**src/design/m3i_pkg.sv**
```systemverilog
// m3i_pkg: shared types, constants and floating-point helpers for the
// 3x3 matrix inverse unit. No dependencies.
package m3i_pkg;

    // Latency of the floating-point units, in clock cycles
    localparam int unsigned LAT_MUL   = 3;
    localparam int unsigned LAT_ADD   = 3;
    // Reciprocal divider: stages, quotient bits per stage
    localparam int unsigned RCP_STEPS = 7;
    localparam int unsigned RCP_BITS  = 4;

    localparam logic [30:0] THRESH_RESET = 31'h2B8CBCCC;   // 1e-12
    localparam logic [31:0] CANON_NAN    = 32'h7FC00000;
    localparam logic [7:0]  EXP_MAX      = 8'hFF;

    typedef struct packed {
        logic [31:0] in_r0c0;
        logic [31:0] in_r0c1;
        logic [31:0] in_r0c2;
        logic [31:0] in_r1c0;
        logic [31:0] in_r1c1;
        logic [31:0] in_r1c2;
        logic [31:0] in_r2c0;
        logic [31:0] in_r2c1;
        logic [31:0] in_r2c2;
    } in_t;

    typedef struct packed {
        logic        invertible;
        logic [31:0] out_r0c0;
        logic [31:0] out_r0c1;
        logic [31:0] out_r0c2;
        logic [31:0] out_r1c0;
        logic [31:0] out_r1c1;
        logic [31:0] out_r1c2;
        logic [31:0] out_r2c0;
        logic [31:0] out_r2c1;
        logic [31:0] out_r2c2;
    } out_t;

    // Leading zero count; narrower words are padded with ones below
    function automatic logic [5:0] lzc48(input logic [47:0] v);
        logic [5:0] n;
        logic       found;
        n     = '0;
        found = 1'b0;
        for (int i = 47; i >= 0; i--) begin
            if (!found) begin
                if (v[i]) found = 1'b1;
                else      n = n + 6'd1;
            end
        end
        return n;
    endfunction

    // Round to nearest even and pack.
    // sig[25] is the leading one, sig[25:2] the significand, sig[1] guard,
    // sig[0] sticky. e is the biased exponent of the leading one; values
    // below the normal range are shifted down into a subnormal.
    function automatic logic [31:0] round_pack(input logic              sign,
                                               input logic signed [9:0] e,
                                               input logic [25:0]       sig);
        logic signed [9:0] eu;
        logic [9:0]        sh_full;
        logic [4:0]        sh;
        logic [51:0]       ext;
        logic [25:0]       s2;
        logic              inc;
        logic [24:0]       m;
        logic [32:0]       pk;
        logic [31:0]       res;
        eu      = (e < 10'sd1) ? 10'sd1 : e;
        sh_full = 10'(eu - e);
        sh      = (sh_full > 10'd26) ? 5'd26 : sh_full[4:0];
        ext     = {sig, 26'b0} >> sh;
        s2      = {ext[51:27], ext[26] | (|ext[25:0])};
        inc     = s2[1] & (s2[0] | s2[2]);
        m       = {1'b0, s2[25:2]} + {24'b0, inc};
        // hidden bit carries into the exponent field
        pk      = {1'b0, 9'(eu - 10'sd1), 23'b0} + {8'b0, m};
        if (pk[32:23] >= 10'd255)
            res = {sign, EXP_MAX, 23'b0};
        else
            res = {sign, pk[30:0]};
        return res;
    endfunction

endpackage

```
**src/design/m3i_fadd.sv**
```systemverilog
// m3i_fadd: three-stage binary32 adder, round to nearest even,
// subnormals kept, NaN results canonical. Depends on m3i_pkg.
module m3i_fadd (
    input  logic        clk,
    input  logic [31:0] a,
    input  logic [31:0] b,
    output logic [31:0] y
);

    logic              a_inf, b_inf, a_nan, b_nan, swap;
    logic [31:0]       big, sml;
    logic [7:0]        eb, es, d;
    logic [4:0]        dc;
    logic [23:0]       mbig, msml;
    logic [53:0]       ext;
    logic [26:0]       al;
    logic [27:0]       sum_next;

    logic [27:0]       sum_reg;
    logic [7:0]        eb_reg;
    logic              sign1_reg, zs1_reg, nan1_reg, inf1_reg, isgn1_reg;

    logic [5:0]        lz;
    logic [27:0]       n;
    logic signed [9:0] e2_next;

    logic [25:0]       sig_reg;
    logic signed [9:0] e2_reg;
    logic              sign2_reg, zs2_reg, nan2_reg, inf2_reg, isgn2_reg, zero2_reg;

    logic [31:0]       y_reg;
    logic [31:0]       y_next;

    // Stage 1: order by magnitude, align, add or subtract
    always_comb
    begin
        a_inf    = (a[30:23] == m3i_pkg::EXP_MAX) && (a[22:0] == 23'b0);
        b_inf    = (b[30:23] == m3i_pkg::EXP_MAX) && (b[22:0] == 23'b0);
        a_nan    = (a[30:23] == m3i_pkg::EXP_MAX) && (a[22:0] != 23'b0);
        b_nan    = (b[30:23] == m3i_pkg::EXP_MAX) && (b[22:0] != 23'b0);
        swap     = (b[30:0] > a[30:0]);
        big      = swap ? b : a;
        sml      = swap ? a : b;
        eb       = (big[30:23] == 8'd0) ? 8'd1 : big[30:23];
        es       = (sml[30:23] == 8'd0) ? 8'd1 : sml[30:23];
        mbig     = {|big[30:23], big[22:0]};
        msml     = {|sml[30:23], sml[22:0]};
        d        = eb - es;
        dc       = (d > 8'd27) ? 5'd27 : d[4:0];
        ext      = {msml, 3'b0, 27'b0} >> dc;
        al       = {ext[53:28], ext[27] | (|ext[26:0])};
        if (big[31] ^ sml[31])
            sum_next = {1'b0, mbig, 3'b0} - {1'b0, al};
        else
            sum_next = {1'b0, mbig, 3'b0} + {1'b0, al};
    end

    always_ff @(posedge clk)
    begin
        sum_reg   <= sum_next;
        eb_reg    <= eb;
        sign1_reg <= big[31];
        zs1_reg   <= a[31] & b[31];
        nan1_reg  <= a_nan | b_nan | (a_inf & b_inf & (a[31] ^ b[31]));
        inf1_reg  <= a_inf | b_inf;
        isgn1_reg <= a_inf ? a[31] : b[31];
    end

    // Stage 2: normalize
    always_comb
    begin
        lz      = m3i_pkg::lzc48({sum_reg, 20'hFFFFF});
        n       = sum_reg << lz;
        e2_next = $signed({2'b0, eb_reg}) + 10'sd1 - $signed({4'b0, lz});
    end

    always_ff @(posedge clk)
    begin
        sig_reg   <= {n[27:4], n[3], |n[2:0]};
        e2_reg    <= e2_next;
        sign2_reg <= sign1_reg;
        zs2_reg   <= zs1_reg;
        nan2_reg  <= nan1_reg;
        inf2_reg  <= inf1_reg;
        isgn2_reg <= isgn1_reg;
        zero2_reg <= (sum_reg == 28'b0);
    end

    // Stage 3: round; exact cancellation gives +0 unless both are -0
    always_comb
    begin
        if (nan2_reg)
            y_next = m3i_pkg::CANON_NAN;
        else if (inf2_reg)
            y_next = {isgn2_reg, m3i_pkg::EXP_MAX, 23'b0};
        else if (zero2_reg)
            y_next = {zs2_reg, 31'b0};
        else
            y_next = m3i_pkg::round_pack(sign2_reg, e2_reg, sig_reg);
    end

    always_ff @(posedge clk)
    begin
        y_reg <= y_next;
    end

    assign y = y_reg;

endmodule

```
**config.mk**
```make
export PLATFORM = sky130hd
export DESIGN_NAME = m3i_fadd
export DESIGN_NICKNAME = d
export VERILOG_FILES = /design/src/design/m3i_pkg.sv /design/src/design/m3i_fadd.sv
export SDC_FILE = /design/constraint.sdc
export NUM_CORES = 1
export LEC_CHECK = 0
export BUFFER_PORTS_ARGS = -buffer_cell sky130_fd_sc_hd__buf_2
export CAP_MARGIN = 20
export CORE_MARGIN = 3
export CORE_UTILIZATION = 40
export DETAILED_ROUTE_END_ITERATION = 8
export HOLD_SLACK_MARGIN = 0.06
export MAX_ROUTING_LAYER = met4
export PLACE_DENSITY = 0.6
export SKIP_CTS_REPAIR_TIMING = 1
export SLEW_MARGIN = 40
export SYNTH_ARGS = -nofsm -noshare
export SYNTH_HDL_FRONTEND = slang
export SYNTH_SLANG_ARGS = --single-unit
```
**constraint.sdc**
```tcl
create_clock -name clk -period 29.8 [get_ports clk]
set_input_delay 1.49 -clock clk [delete_from_list [all_inputs] [get_ports clk]]
set_output_delay 1.49 -clock clk [all_outputs]
set_load 0.01 [all_outputs]
```
# Word-level counts from Yosys, hierarchy flattened
# Index checks and enable logic that the tools add are counted.
# Widths: inputs -> output; s select.
# word_totals
reg_bits,115
# op_classes
addsub,36
order_cmp,5
eq_ne,2
shifts,3
muxes,120
bitwise,12
reduce_logical,18
# ops
cell,n
$mux 6,54
$add 6x1->6 const B,27
$mux 32,4
$mux 1,55
$shr 54x5->54,1
$shr 52x5->52,1
$logic_not 23->1,2
$reduce_bool 23->1,2
$add 32x25->33,1
$gt 31x31->1,1
$mux 31,1
$add 27x27->28,1
$logic_not 28->1,1
$mux 28,1
$shl 28x6->28,1
$sub 27x27->28,1
$reduce_or 27->1,1
$reduce_or 26->1,1
$add 24x1->25,1
$eq 8x8->1 const B,2
$logic_not 8->1,2
$mux 8,2
$reduce_or 8->1,2
$ge 10x8->1 const B,1
17 further kinds,30

# Depth between registers and ports, before layout
# depth
depth_word,84
mapped_depth,106
mapped_depth_nobuf,106

# Least setup slack after synthesis
# No wires, ideal clock.
# synth_path
path_kind,register -> register
start,reg sum_reg[25]
end,reg e2_reg[8]
setup_time_ps,72
arrival_time_ps,18007
setup_slack_ps,11720
path_stages_with_launch,106
period_less_slack_ps,18080
path_cell_list,dfxtp_1 > clkbuf_1 > a21o_1 > inv_1 > ha_1 > o31a_1 > ha_1 > nor2b_1 > o21a_1 > ha_1 > nand2_1 > o31ai_1 > ha_1 > mux2_2 > ha_1 > mux2i_1 > a211o_1 > a21oi_1 > (+70 left out) > a21oi_1 > inv_1 > ha_1 > nand2_1 > xor2_1 > inv_1 > clkbuf_1 > ha_1 > ha_1 > a21o_1 > a21oi_1 > o21bai_1 > a21oi_1 > inv_1 > a21oi_1 > nor2_1 > nor2_1 > xnor2_1
# synth_via
elab_chain_cells,78
elab_cells_between_ends,104
classes_between,add/sub (26); mux (78)
# synth_lines
item,line_no,rtl
from (decl),m3i_fadd.sv:19,logic [27:0] sum_reg;
from (signal assigned),m3i_fadd.sv:60,sum_reg <= sum_next;
$mux 6,m3i_pkg.sv:49,if (v[i]) found = 1'b1;
$mux 6,m3i_pkg.sv:48,if (!found) begin
$add 6x1->6,m3i_pkg.sv:50,else n = n + 6'd1;
$mux 6,m3i_pkg.sv:49,
$mux 6,m3i_pkg.sv:48,
$add 6x1->6,m3i_pkg.sv:50,
$mux 6,m3i_pkg.sv:49,
$mux 6,m3i_pkg.sv:48,
(+63 left out),--,
$add 6x1->6,m3i_pkg.sv:50,
$mux 6,m3i_pkg.sv:49,
$mux 6,m3i_pkg.sv:48,
$add 6x1->6,m3i_pkg.sv:50,
$mux 6,m3i_pkg.sv:49,
$mux 6 *,m3i_pkg.sv:48,
$sub 9x6->10 *,m3i_fadd.sv:74,"e2_next = $signed({2'b0, eb_reg}) + 10'sd1 - $signed({4'b0, lz});"
net e2_next[8],m3i_fadd.sv:25,logic signed [9:0] e2_next;
to (signal assigned),m3i_fadd.sv:80,e2_reg <= e2_next;
to (decl),m3i_fadd.sv:28,logic signed [9:0] e2_reg;
# The timed path passes the listed nets; every way through them passes the cells marked *.
# A chain may end at the register's enable or synchronous reset.

# Worst setup path after layout
# Ends and elaborated chain as after synthesis.

==> results.md <==
- Status: finished clean
- RSZ-0062 raised after global routing: false
- Final Util: 44.4%
- FF-to-FF path depth: 104
- Power Density: 75.1 nW/um^2
- Initial Util: 40.8%
- Asr flop ratio synth: 0%
- Final WL: 62.8 mm
- Die Area: 48000 um^2
- Syn. warnings: 0
- WS Path Type: reg2reg
- Hold Crit Class: reg2reg
- Hold Fails Final Rpt: 0
- Setup violators final: 0
- Antenna violations before repair: 1
- Critical hold path startpoint: inf1_reg
- Fin Hold WS: 0.321 ns
- Num Clock Sinks: 115
- Area Overhead vs Synth: 8.96%
- Mean Syn Cell Area: 7.01 um^2
- Simple-gate portion of the synthesized area: 26.5%
- Worst Setup Start Kind: flip-flop
- Post-Synth Adder-Cell Area: 9.62%
- DR DRC count: 0
- CP max FO: 29
- Max-slew violations: 0
- EDFF count, synth: 0
- Grt ovf: 0
- Hold EP: inf2_reg
- Final Power: 1.48 mW
- Most common cell after layout, fill and taps aside: nor2_1
- Slowest cell on the critical path: mux2_2
- Setup WS post-layout: 9.66 ns
- Max-capacitance violation count: 0
- Number of routed nets with antenna violations: 0
- Worst r2r src: sum_reg[25]
- Seq/Total Area, Yosys: 12.7%
- Ranking of synthesized cells by area: dfxtp_1 (13%), ha_1 (9.2%), nor2_1 (6.6%)
- Period utilisation layout: 67.6%
- Worst vdd ir: 0.0446 mV
- # rows: 77
- Clock Tree Buf Depth: 2
- DPL Wire Length: 48.5 mm
- DP Worst Slack: 9.88 ns
- Synth Cell Area: 18200 um^2
- Share of layout cells above drive strength 1: 11.5%
- Tot GR Track Use: 26.0%
- Vias in the first global route: 18.6k
- Worst-margin pin slew: 0.850 ns
- Multiplexer share of the synthesized area: 10.1%
- Slowest stage delay, CP: 0.55 ns
- Leakage: 8.28 nW
- Most frequent cells in the layout: nor2_1 (317), nand2_1 (271), a21oi_1 (172), o21ai_0 (159), inv_1 (149)
- Worst reg2reg setup slack: 9.66 ns
- Die height: 219 um
- Mapped Cells: 2590
- Ports: 97
- Worst hold stages: 0
- Netlist cell types: 101
- Critical Path Most Common Cell: ha_1
- Drt first pass iters: 5
- Area leader, netlist: dfxtp_1
- Worst skew pair latency: 0.42 ns
- Top cell type's share of synthesized area: 12.7%
- Worst path required time: 30.14 ns
- Total number of vias: 19.7k
- First DRT Iteration DRCs: 1722
- Sum of negative setup slack: 0 ns
- Routability cong.: 0.975
- Number of buffers added on ports: 96
- Fmax: 49.6 MHz
- CP Data Arrival Time: 20.49 ns
- Yosys reg bits: 115
- Avg WL per Cell: 19.6 um
- Core area: 44500 um^2
- TritonCTS Buffers: 17
- Xor/xnor share of the synthesized area: 7.01%
- DIE WIDTH: 219 um
- Post-synthesis compound-gate area fraction: 27.7%
- Setup Skew: 0.0157 ns
- Max FFs per register: 32
- First-pass GRT wire length: 99.9 mm
- Main combinational cell family by area after synthesis: compound AO/OA/AOI/OAI gates
- Crit. End Element: flip-flop
- Root Driver: clkbuf_16
- CTS tree: yes
- Synthesized Nets: 2792
- Clk slew on worst S/H paths: 0.06 ns
- RR Endpoint: e2_reg[8]
- NumNets Final: 2793
- Synth Flop Type: dfxtp_1
- Vias per cell: 6.17
- FILL cells: 4688
- Pin count of the biggest net entering global routing: 71
- Slew margin rel.: 43.2%
- Minimum clock period: 20.14 ns
- H-tree depth: 4
## power breakdown
group | leakage [nW] | internal, mW | switching [mW]
Combinational | 7.03 | 0.368 | 0.615
Clock | 0.295 | 0.127 | 0.0841
Sequential | 0.958 | 0.209 | 0.0803
Total | 8.28 | 0.705 | 0.780
## Yosys cell counts (12+ instances only)
cell type,count
a2111oi_0,24
nor4_1,51
nor2b_1,28
o22ai_1,14
o21a_1,23
a41oi_1,13
nor2_1,319
mux4_2,22
ha_1,134
buf_1,17
and2_1,19
o211ai_1,28
nand2_1,272
o31ai_1,15
nor3_1,76
a22oi_1,13
nand2b_1,36
xor2_1,48
o21bai_1,15
clkbuf_1,123
mux2_2,22
a211oi_1,30
a21o_1,16
a221oi_1,13
a21oi_1,172
or3_1,31
nand4_1,29
nand3_1,60
o221ai_1,17
xnor2_1,62
and3_1,19
o21ai_0,163
dfxtp_1,115
inv_1,149
a22o_1,12
or2_2,24
a31oi_1,34
mux2i_1,108
## cells by family after synthesis
group,count (synthesis)
mux,152
xor+xnor,124
other cells,1
compound gates,743
simple gates,1014
flops,115
buf+inv,303
fa+ha+maj,138
## metal layers
metal  global-route usage [%]  up-vias  share of wire [%]
met5                        -        -                  0
met4                     9.27        0                3.9
met3                     3.31      151                6.2
met2                     43.0      730                 47
met1                     32.8     9301                 43
li1                         -     9531                  -
## how the worst max path moves through the flow
stage | from | end | slack, ns | cells past startpoint
2_1_floorplan | sum_reg[25] | e2_reg[8] | 11.72 | 105
3_3_place_gp | sum_reg[26] | e2_reg[8] | 10.65 | 105
3_5_place_dp | sum_reg[25] | e2_reg[9] | 9.88 | 103
4_1_cts | sum_reg[25] | e2_reg[8] | 9.72 | 104
5_1_grt | sum_reg[25] | e2_reg[8] | 8.02 | 104
6_report | sum_reg[25] | e2_reg[8] | 9.66 | 104
## worst max-delay path, delay by kind of cell, from the launching register on
family                   cells  cell delay [ns]
adder cells (fa/ha/maj)     27             8.59
AO/OA/AOI/OAI               33             5.78
multiplexers                11             2.09
AND/OR/NAND/NOR             21             1.87
buffers and inverters       11             1.00
flip-flops                   1             0.51
XOR/XNOR                     1             0.13
## through the flow
step / instance area [um^2] / std cells
floorplan: 18200 / 2590
global placement: 19100 / 3162
detailed placement: 19100 / 3164
global route: 19800 / 3197
finish: 19800 / 3197
CTS: 19800 / 3196
## final cells by class
class,instances,area (um^2),share of cell area (%)
inverter,154,578,2.92
sequential,115,2300,11.6
clock buffer,17,425,2.15
tap,592,741,3.75
clock inverter,15,184,0.930
multi-input combinational,2172,14800,74.8
timing repair buffer,131,743,3.76
antenna,1,2.50,0.0127
Power figures use the tool's default switching activity.
