## src/design/m3i_pkg.sv

```systemverilog
// m3i_pkg: shared types, constants and floating-point helpers for the
// 3x3 matrix inverse unit. No dependencies.
package m3i_pkg;

    // Latency of the floating-point units, in clock cycles
    localparam int unsigned LAT_MUL   = 3;
    localparam int unsigned LAT_ADD   = 3;
    // Reciprocal divider: stages, quotient bits per stage
    localparam int unsigned RCP_STEPS = 7;
    localparam int unsigned RCP_BITS  = 4;

    localparam logic [30:0] THRESH_RESET = 31'h2B8CBCCC;   // 1e-12
    localparam logic [31:0] CANON_NAN    = 32'h7FC00000;
    localparam logic [7:0]  EXP_MAX      = 8'hFF;

    typedef struct packed {
        logic [31:0] in_r0c0;
        logic [31:0] in_r0c1;
        logic [31:0] in_r0c2;
        logic [31:0] in_r1c0;
        logic [31:0] in_r1c1;
        logic [31:0] in_r1c2;
        logic [31:0] in_r2c0;
        logic [31:0] in_r2c1;
        logic [31:0] in_r2c2;
    } in_t;

    typedef struct packed {
        logic        invertible;
        logic [31:0] out_r0c0;
        logic [31:0] out_r0c1;
        logic [31:0] out_r0c2;
        logic [31:0] out_r1c0;
        logic [31:0] out_r1c1;
        logic [31:0] out_r1c2;
        logic [31:0] out_r2c0;
        logic [31:0] out_r2c1;
        logic [31:0] out_r2c2;
    } out_t;

    // Leading zero count; narrower words are padded with ones below
    function automatic logic [5:0] lzc48(input logic [47:0] v);
        logic [5:0] n;
        logic       found;
        n     = '0;
        found = 1'b0;
        for (int i = 47; i >= 0; i--) begin
            if (!found) begin
                if (v[i]) found = 1'b1;
                else      n = n + 6'd1;
            end
        end
        return n;
    endfunction

    // Round to nearest even and pack.
    // sig[25] is the leading one, sig[25:2] the significand, sig[1] guard,
    // sig[0] sticky. e is the biased exponent of the leading one; values
    // below the normal range are shifted down into a subnormal.
    function automatic logic [31:0] round_pack(input logic              sign,
                                               input logic signed [9:0] e,
                                               input logic [25:0]       sig);
        logic signed [9:0] eu;
        logic [9:0]        sh_full;
        logic [4:0]        sh;
        logic [51:0]       ext;
        logic [25:0]       s2;
        logic              inc;
        logic [24:0]       m;
        logic [32:0]       pk;
        logic [31:0]       res;
        eu      = (e < 10'sd1) ? 10'sd1 : e;
        sh_full = 10'(eu - e);
        sh      = (sh_full > 10'd26) ? 5'd26 : sh_full[4:0];
        ext     = {sig, 26'b0} >> sh;
        s2      = {ext[51:27], ext[26] | (|ext[25:0])};
        inc     = s2[1] & (s2[0] | s2[2]);
        m       = {1'b0, s2[25:2]} + {24'b0, inc};
        // hidden bit carries into the exponent field
        pk      = {1'b0, 9'(eu - 10'sd1), 23'b0} + {8'b0, m};
        if (pk[32:23] >= 10'd255)
            res = {sign, EXP_MAX, 23'b0};
        else
            res = {sign, pk[30:0]};
        return res;
    endfunction

endpackage

```

## src/design/m3i_fmul.sv

```systemverilog
// m3i_fmul: three-stage binary32 multiplier, round to nearest even,
// subnormals kept, NaN results canonical. Depends on m3i_pkg.
module m3i_fmul (
    input  logic        clk,
    input  logic [31:0] a,
    input  logic [31:0] b,
    output logic [31:0] y
);

    logic              a_zero, b_zero, a_inf, b_inf, a_nan, b_nan;
    logic [7:0]        ea, eb;
    logic [23:0]       ma, mb;
    logic signed [9:0] epre;

    logic [47:0]       p_reg;
    logic signed [9:0] e1_reg;
    logic              sign1_reg, nan1_reg, inf1_reg, zero1_reg;

    logic [5:0]        lz;
    logic [47:0]       pn;
    logic signed [9:0] e2_next;
    logic [25:0]       sig_next;

    logic [25:0]       sig_reg;
    logic signed [9:0] e2_reg;
    logic              sign2_reg, nan2_reg, inf2_reg, zero2_reg;

    logic [31:0]       y_reg;
    logic [31:0]       y_next;

    // Stage 1: unpack and multiply significands
    always_comb
    begin
        a_zero = (a[30:0] == 31'b0);
        b_zero = (b[30:0] == 31'b0);
        a_inf  = (a[30:23] == m3i_pkg::EXP_MAX) && (a[22:0] == 23'b0);
        b_inf  = (b[30:23] == m3i_pkg::EXP_MAX) && (b[22:0] == 23'b0);
        a_nan  = (a[30:23] == m3i_pkg::EXP_MAX) && (a[22:0] != 23'b0);
        b_nan  = (b[30:23] == m3i_pkg::EXP_MAX) && (b[22:0] != 23'b0);
        ea     = (a[30:23] == 8'd0) ? 8'd1 : a[30:23];
        eb     = (b[30:23] == 8'd0) ? 8'd1 : b[30:23];
        ma     = {|a[30:23], a[22:0]};
        mb     = {|b[30:23], b[22:0]};
        epre   = $signed({2'b0, ea}) + $signed({2'b0, eb}) - 10'sd126;
    end

    always_ff @(posedge clk)
    begin
        p_reg     <= ma * mb;
        e1_reg    <= epre;
        sign1_reg <= a[31] ^ b[31];
        nan1_reg  <= a_nan | b_nan | (a_inf & b_zero) | (a_zero & b_inf);
        inf1_reg  <= a_inf | b_inf;
        zero1_reg <= a_zero | b_zero;
    end

    // Stage 2: normalize the product
    always_comb
    begin
        lz       = m3i_pkg::lzc48(p_reg);
        pn       = p_reg << lz;
        e2_next  = e1_reg - $signed({4'b0, lz});
        sig_next = {pn[47:24], pn[23], |pn[22:0]};
    end

    always_ff @(posedge clk)
    begin
        sig_reg   <= sig_next;
        e2_reg    <= e2_next;
        sign2_reg <= sign1_reg;
        nan2_reg  <= nan1_reg;
        inf2_reg  <= inf1_reg;
        zero2_reg <= zero1_reg;
    end

    // Stage 3: round and handle special operands
    always_comb
    begin
        if (nan2_reg)
            y_next = m3i_pkg::CANON_NAN;
        else if (inf2_reg)
            y_next = {sign2_reg, m3i_pkg::EXP_MAX, 23'b0};
        else if (zero2_reg)
            y_next = {sign2_reg, 31'b0};
        else
            y_next = m3i_pkg::round_pack(sign2_reg, e2_reg, sig_reg);
    end

    always_ff @(posedge clk)
    begin
        y_reg <= y_next;
    end

    assign y = y_reg;

endmodule

```

## config.mk

```make
export PLATFORM = sky130hd
export DESIGN_NAME = m3i_fmul
export DESIGN_NICKNAME = d
export VERILOG_FILES = /design/src/design/m3i_pkg.sv /design/src/design/m3i_fmul.sv
export SDC_FILE = /design/constraint.sdc
export NUM_CORES = 2
export LEC_CHECK = 0
export BUFFER_PORTS_ARGS = -buffer_cell sky130_fd_sc_hd__buf_2
export CAP_MARGIN = 25
export CORE_UTILIZATION = 36
export CTS_BUF_LIST = sky130_fd_sc_hd__clkbuf_8
export DETAILED_ROUTE_END_ITERATION = 7
export HOLD_SLACK_MARGIN = 0.08
export PLACE_DENSITY = 0.63
export RECOVER_POWER = 25
export SLEW_MARGIN = 10
export SYNTH_ARGS = -nofsm -noshare
export SYNTH_HDL_FRONTEND = slang
export SYNTH_SLANG_ARGS = --single-unit
```

## constraint.sdc

```tcl
create_clock -name clk -period 93.3 [get_ports clk]
set_input_delay 4.665 -clock clk [delete_from_list [all_inputs] [get_ports clk]]
set_output_delay 4.665 -clock clk [all_outputs]
set_load 0.05 [all_outputs]
```

* Word-level counts from Yosys, hierarchy flattened
Index checks and enable logic that the tools add are counted.
Cells by class: eq/ne operators 2, bitwise operators 11, shifts and indexed selects 2, add/subtract/negate cells 54, order comparisons 3, $mul 1, mux-type cells 195, reduce and logical (&&, ||, !) cells 18
Operator list (count):
- 6-bit 2-to-1 mux | 94
- 6-bit by 1-bit adder with 6-bit output (second input constant) | 47
- 1-bit 2-to-1 mux | 94
- 31-bit zero test | 2
- 31-bit 2-to-1 mux | 2
- 52-bit by 5-bit right shift with 52-bit output | 1
- 24-bit by 24-bit multiplier with 48-bit output | 1
- 48-bit by 6-bit << shifter with 48-bit output | 1
- 23-bit zero test | 2
- 23-bit nonzero test | 2
- 32-bit by 25-bit adder with 33-bit output | 1
- 26-bit OR reduction | 1
- 24-bit by 1-bit adder with 25-bit output | 1
- 23-bit 2-to-1 mux | 1
- 23-bit OR reduction | 1
- 8-bit == test (second input constant) | 2
- 8-bit zero test | 2
- 8-bit 2-to-1 mux | 2
- 8-bit OR reduction | 2
- 10-bit by 8-bit greater-or-equal comparator with 1-bit output (second input constant) | 1
- 10-bit by 5-bit > comparator with 1-bit output (second input constant) | 1
- 10-bit by 2-bit less-than comparator with 1-bit output (second input constant) | 1
- 10-bit 2-to-1 mux | 1
- 10-bit subtractor | 1
- other kinds (11) | 22
Storage, ports and cells: bits in registers 134, output and inout bits 32, bits of input ports 65

* Depth between registers and ports, before layout
depth after elaboration 144, mapped depth 175, mapped depth without buffers 173

* Worst setup path before layout
OpenSTA, ideal clock, no wires.
path type register -> register, start point reg p_reg[45], end point reg e2_reg[5], stages on the path, launching flop included 175, library setup time 0.072 ns, required time 93.228 ns, path slack 62.960 ns, arrival time 30.268 ns, cells stage by stage dfxtp_1 > inv_1 > a21oi_1 > nor2_1 > ha_1 > nand2b_1 > a211oi_1 > ha_1 > nand2_1 > nand2_1 > ha_1 > inv_1 > o21ai_0 > nor2_1 > nor2_1 > ha_1 > mux2i_1 > o21a_1 > (+139 left out) > a31oi_1 > ha_1 > mux2_2 > buf_1 > inv_2 > clkbuf_1 > buf_1 > ha_1 > a21o_1 > a21o_1 > a21oi_1 > o21bai_1 > xor2_1 > xnor2_1 > xnor2_1 > xnor2_1 > xnor2_1 > xnor2_1
Between the ends: longest elaborated chain between the ends 138, elaborated cells between the ends (all ways) 184, classes of those cells 46 x add/sub; 138 x mux
RTL lines:
- start, declared | RTL line m3i_fmul.sv:15 | logic [47:0] p_reg;
- start signal, assigned | RTL line m3i_fmul.sv:49 | p_reg <= ma * mb;
- 6-bit 2-to-1 mux | RTL line m3i_pkg.sv:49 | if (v[i]) found = 1'b1;
- 6-bit 2-to-1 mux | RTL line m3i_pkg.sv:48 | if (!found) begin
- 6-bit by 1-bit adder with 6-bit output | RTL line m3i_pkg.sv:50 | else n = n + 6'd1;
- 6-bit 2-to-1 mux | RTL line m3i_pkg.sv:49
- 6-bit 2-to-1 mux | RTL line m3i_pkg.sv:48
- 6-bit by 1-bit adder with 6-bit output | RTL line m3i_pkg.sv:50
- 6-bit 2-to-1 mux | RTL line m3i_pkg.sv:49
- 6-bit 2-to-1 mux | RTL line m3i_pkg.sv:48
- (+123 left out)
- 6-bit by 1-bit adder with 6-bit output | RTL line m3i_pkg.sv:50
- 6-bit 2-to-1 mux | RTL line m3i_pkg.sv:49
- 6-bit 2-to-1 mux | RTL line m3i_pkg.sv:48
- 6-bit by 1-bit adder with 6-bit output | RTL line m3i_pkg.sv:50
- 6-bit 2-to-1 mux | RTL line m3i_pkg.sv:49
- 6-bit 2-to-1 mux (*) | RTL line m3i_pkg.sv:48
- 10-bit by 7-bit subtractor with 10-bit output (*) | RTL line m3i_fmul.sv:62 | e2_next = e1_reg - $signed({4'b0, lz});
- net e2_next[5] | RTL line m3i_fmul.sv:21 | logic signed [9:0] e2_next;
- end signal, assigned | RTL line m3i_fmul.sv:69 | e2_reg <= e2_next;
- end, declared | RTL line m3i_fmul.sv:25 | logic signed [9:0] e2_reg;
Mark *: on every way through the listed nets, which the timed path passes. The rest lies on a longest branch. A chain may end at the register's enable or synchronous reset.

* Final worst setup path
Ends and elaborated chain as after synthesis.

==> impl_metrics.csv <==
group,metric,value,unit
worst_hold_path,whs_endpoint,"nan2_reg$_DFF_P_",
global_routing,grt_pass1_wl,144000,µm
layout,largest_register_ffs,48,
synthesis,synthMostInstantiatedCell,"inv_1",
timing,fin_ws,60150,ps
place,place_hpwl,67200,µm
setup_path,cp_slowest_cell,"inv_2",
cts,insertion_delay,530,ps
synthesis,ys_seq_area_share,8.21,%
layout,n_fill_cell,9385,
synthesis,syn_area,32700,µm²
place,globalplace.congestion,0.888,
cts,tritoncts,"yes",
floorplanning,die_w,303,µm
setup_path,crit_type,"reg -> reg",
layout,drive_gt1_share,4.74,%
synthesis,synthArstFlopShare,0,%
global_routing,grt.overflow.total,0,
detailed_routing,drt-vias-per-instance,5.23,
timing,setup_viol_count_final,0,
layout,areaGrowthSynthToFinish,5.38,%
setup_path,worstReg2RegEnd,"e2_reg[5]$_DFF_P_",
detailed_routing,dr.pass1.iters,7,
worst_hold_path,min_delay_path_depth,0,
floorplanning,initial_core_util,36.3,%
job,drv_cap,1,
setup_path,reg2reg_slack,60150,ps
synthesis,ys_top_cells_by_area,"fa_1 (30%), ha_1 (9.3%), dfxtp_1 (8.2%), inv_1 (6.7%), nand2_1 (6.6%)",
place,post-place-ws,60410,ps
timing,setup_tns,0,ps
worst_hold_path,min_path_type,"reg -> reg",
synthesis,synth_cells,3979,
synthesis,synth_top_area_share,29.6,%
layout,multi_input_area,27000,µm²
detailed_routing,drt-initial-drc-count,1630,
cts,cts_made_buffers,17,
global_routing,grt_pass1_vias,27300,
cts,clkSlewWorstSetupHoldPaths,100,ps
setup_path,start_kind,"register",
setup_path,worst-path-max-fanout,50,
cts,ctsHoldBuffers,0,
worst_hold_path,hold_start,"nan1_reg$_DFF_P_",
cts,cts.sinks,134,
synthesis,synth_common_cells,"inv_1 (580), nand2_1 (576), fa_1 (484)",
floorplanning,coreArea,90000,µm²
timing,min_period,33150,ps
timing,worst-slew-pin-transition,1620,ps
status,violations,"capacitance limit, slew limit",
floorplanning,ioPinCount,97,
detailed_routing,wl_per_cell,17.3,µm
setup_path,r2r-start,"p_reg[45]$_DFF_P_",
cts,clockBufferDepth,2,
setup_path,crit_top_cell,"ha_1",
timing,hold_viol,0,
detailed_routing,vias,26700,
timing,relSlewSlack,-8.13,%
cts,cts_resized,0,
cts,cts_root_buf,"clkbuf_8",
timing,fmax,30.2,MHz
floorplanning,die-area,92000,µm²
timing,fin_crit_sh,35.5,%
setup_path,max_stage_delay,600,ps
cts,cts_setup_buffers,0,
global_routing,antenna_found_initial,2,
global_routing,grt_usage,19.6,%
detailed_routing,ant_nets,0,
timing,holdWs,316,ps
synthesis,yosys_warnings,0,
layout,seq_area,2680,µm²
setup_path,arrival,33600,ps
setup_path,critPathCaptureType,"register",
synthesis,synth_edf_count,0,
synthesis,synth_seq_cells,134,
timing,rsz0062_at_grt,"no",
synthesis,synth_ff_type,"dfxtp_1",
floorplanning,rows,110,
timing,clock_skew,21.0,ps
detailed_routing,drc,0,
synthesis,synth_area_per_cell,8.21,µm²
synthesis,yosys.area.top_type,"fa_1",
status,outcome,"finished with violations",
place,port_buffers,96,
layout,nNetsFinal,4704,
synthesis,yosysUniqueCellTypes,90,
detailed_routing,routed_wl,88100,µm
global_routing,grt_max_degree,55,
setup_path,r2r_cells,172,
cts,htree_levels,4,
setup_path,required,93740,ps
timing,slew_violations,28,
floorplanning,die_h,303,µm
metal layers:
| metal | GRT usage, % | vias up | routed length, µm |
|---|---|---|---|
| li1 | - | 12600 | - |
| met1 | 26.4 | 13100 | 39900 |
| met2 | 32.4 | 803 | 40300 |
| met3 | 3.26 | 143 | 5610 |
| met4 | 5.56 | 0 | 2290 |
| met5 | 0 | - | 0 |
layout make-up:
type	instances	share of cell area (%)
tap	1176	4.27
multi-input combinational	3052	78.5
timing repair buffer	123	1.86
clock inverter	14	0.461
clock buffer	18	0.719
sequential	134	7.79
antenna	2	0.0145
inverter	584	6.36
critical path: cells and delay by family, from the launching register on:
| kind | cells | cell delay, ps |
|---|---|---|
| fa+ha+maj | 45 | 14530 |
| buf+inv | 10 | 1550 |
| compound gates | 40 | 7170 |
| mux | 15 | 2750 |
| simple gates | 56 | 5640 |
| flops | 1 | 470 |
| xor+xnor | 6 | 950 |
worst max path at each step:
stage | from | to | depth (start not counted)
2_1_floorplan | p_reg[45]$_DFF_P_ | e2_reg[5]$_DFF_P_ | 174
5_1_grt | p_reg[45]$_DFF_P_ | e2_reg[5]$_DFF_P_ | 172
3_5_place_dp | p_reg[45]$_DFF_P_ | e2_reg[5]$_DFF_P_ | 172
4_1_cts | p_reg[45]$_DFF_P_ | e2_reg[5]$_DFF_P_ | 172
3_3_place_gp | p_reg[45]$_DFF_P_ | e2_reg[5]$_DFF_P_ | 172
6_report | p_reg[45]$_DFF_P_ | e2_reg[5]$_DFF_P_ | 172
cell usage in the layout (no fill, tap or decap), drive strengths merged, types with 12 or more instances in the layout:
cell    instances
o31ai          12
xnor2         120
or2            18
or3            19
buf            90
a31oi          21
a211oi         21
and2          215
mux2i         211
xor2           61
mux2           24
xnor3          13
nor4           31
nand3          50
nand4          19
nand3b         12
o21bai         22
o21ai         122
o22ai          18
nand2b         32
nor2b          51
nand2         576
o21a           15
and3           15
nor2          246
a21oi         131
ha            243
fa            484
o211ai         20
a21o           22
clkbuf         51
dfxtp         134
nor3           77
inv           591
logic make-up after synthesis:
family / Yosys count / share of synthesized area [%]
simple gates: 1400 / 20.4
fa+ha+maj: 729 / 39.0
buf+inv: 794 / 9.16
compound gates: 488 / 9.52
xor+xnor: 197 / 6.32
other cells: 2 / 0.0230
flops: 134 / 8.21
mux: 235 / 7.38
metrics by stage:
stage	util (%)	instances	instance area (µm²)
floorplan	-	3980	32700
global placement	37.9	5069	34100
detailed placement	37.9	5069	34100
CTS	38.3	5101	34500
global route	38.3	5103	34400
finish	38.3	5103	34400
Power is not shown: default switching activity piles up to over one toggle a cycle in this logic, so the estimate is an artifact.
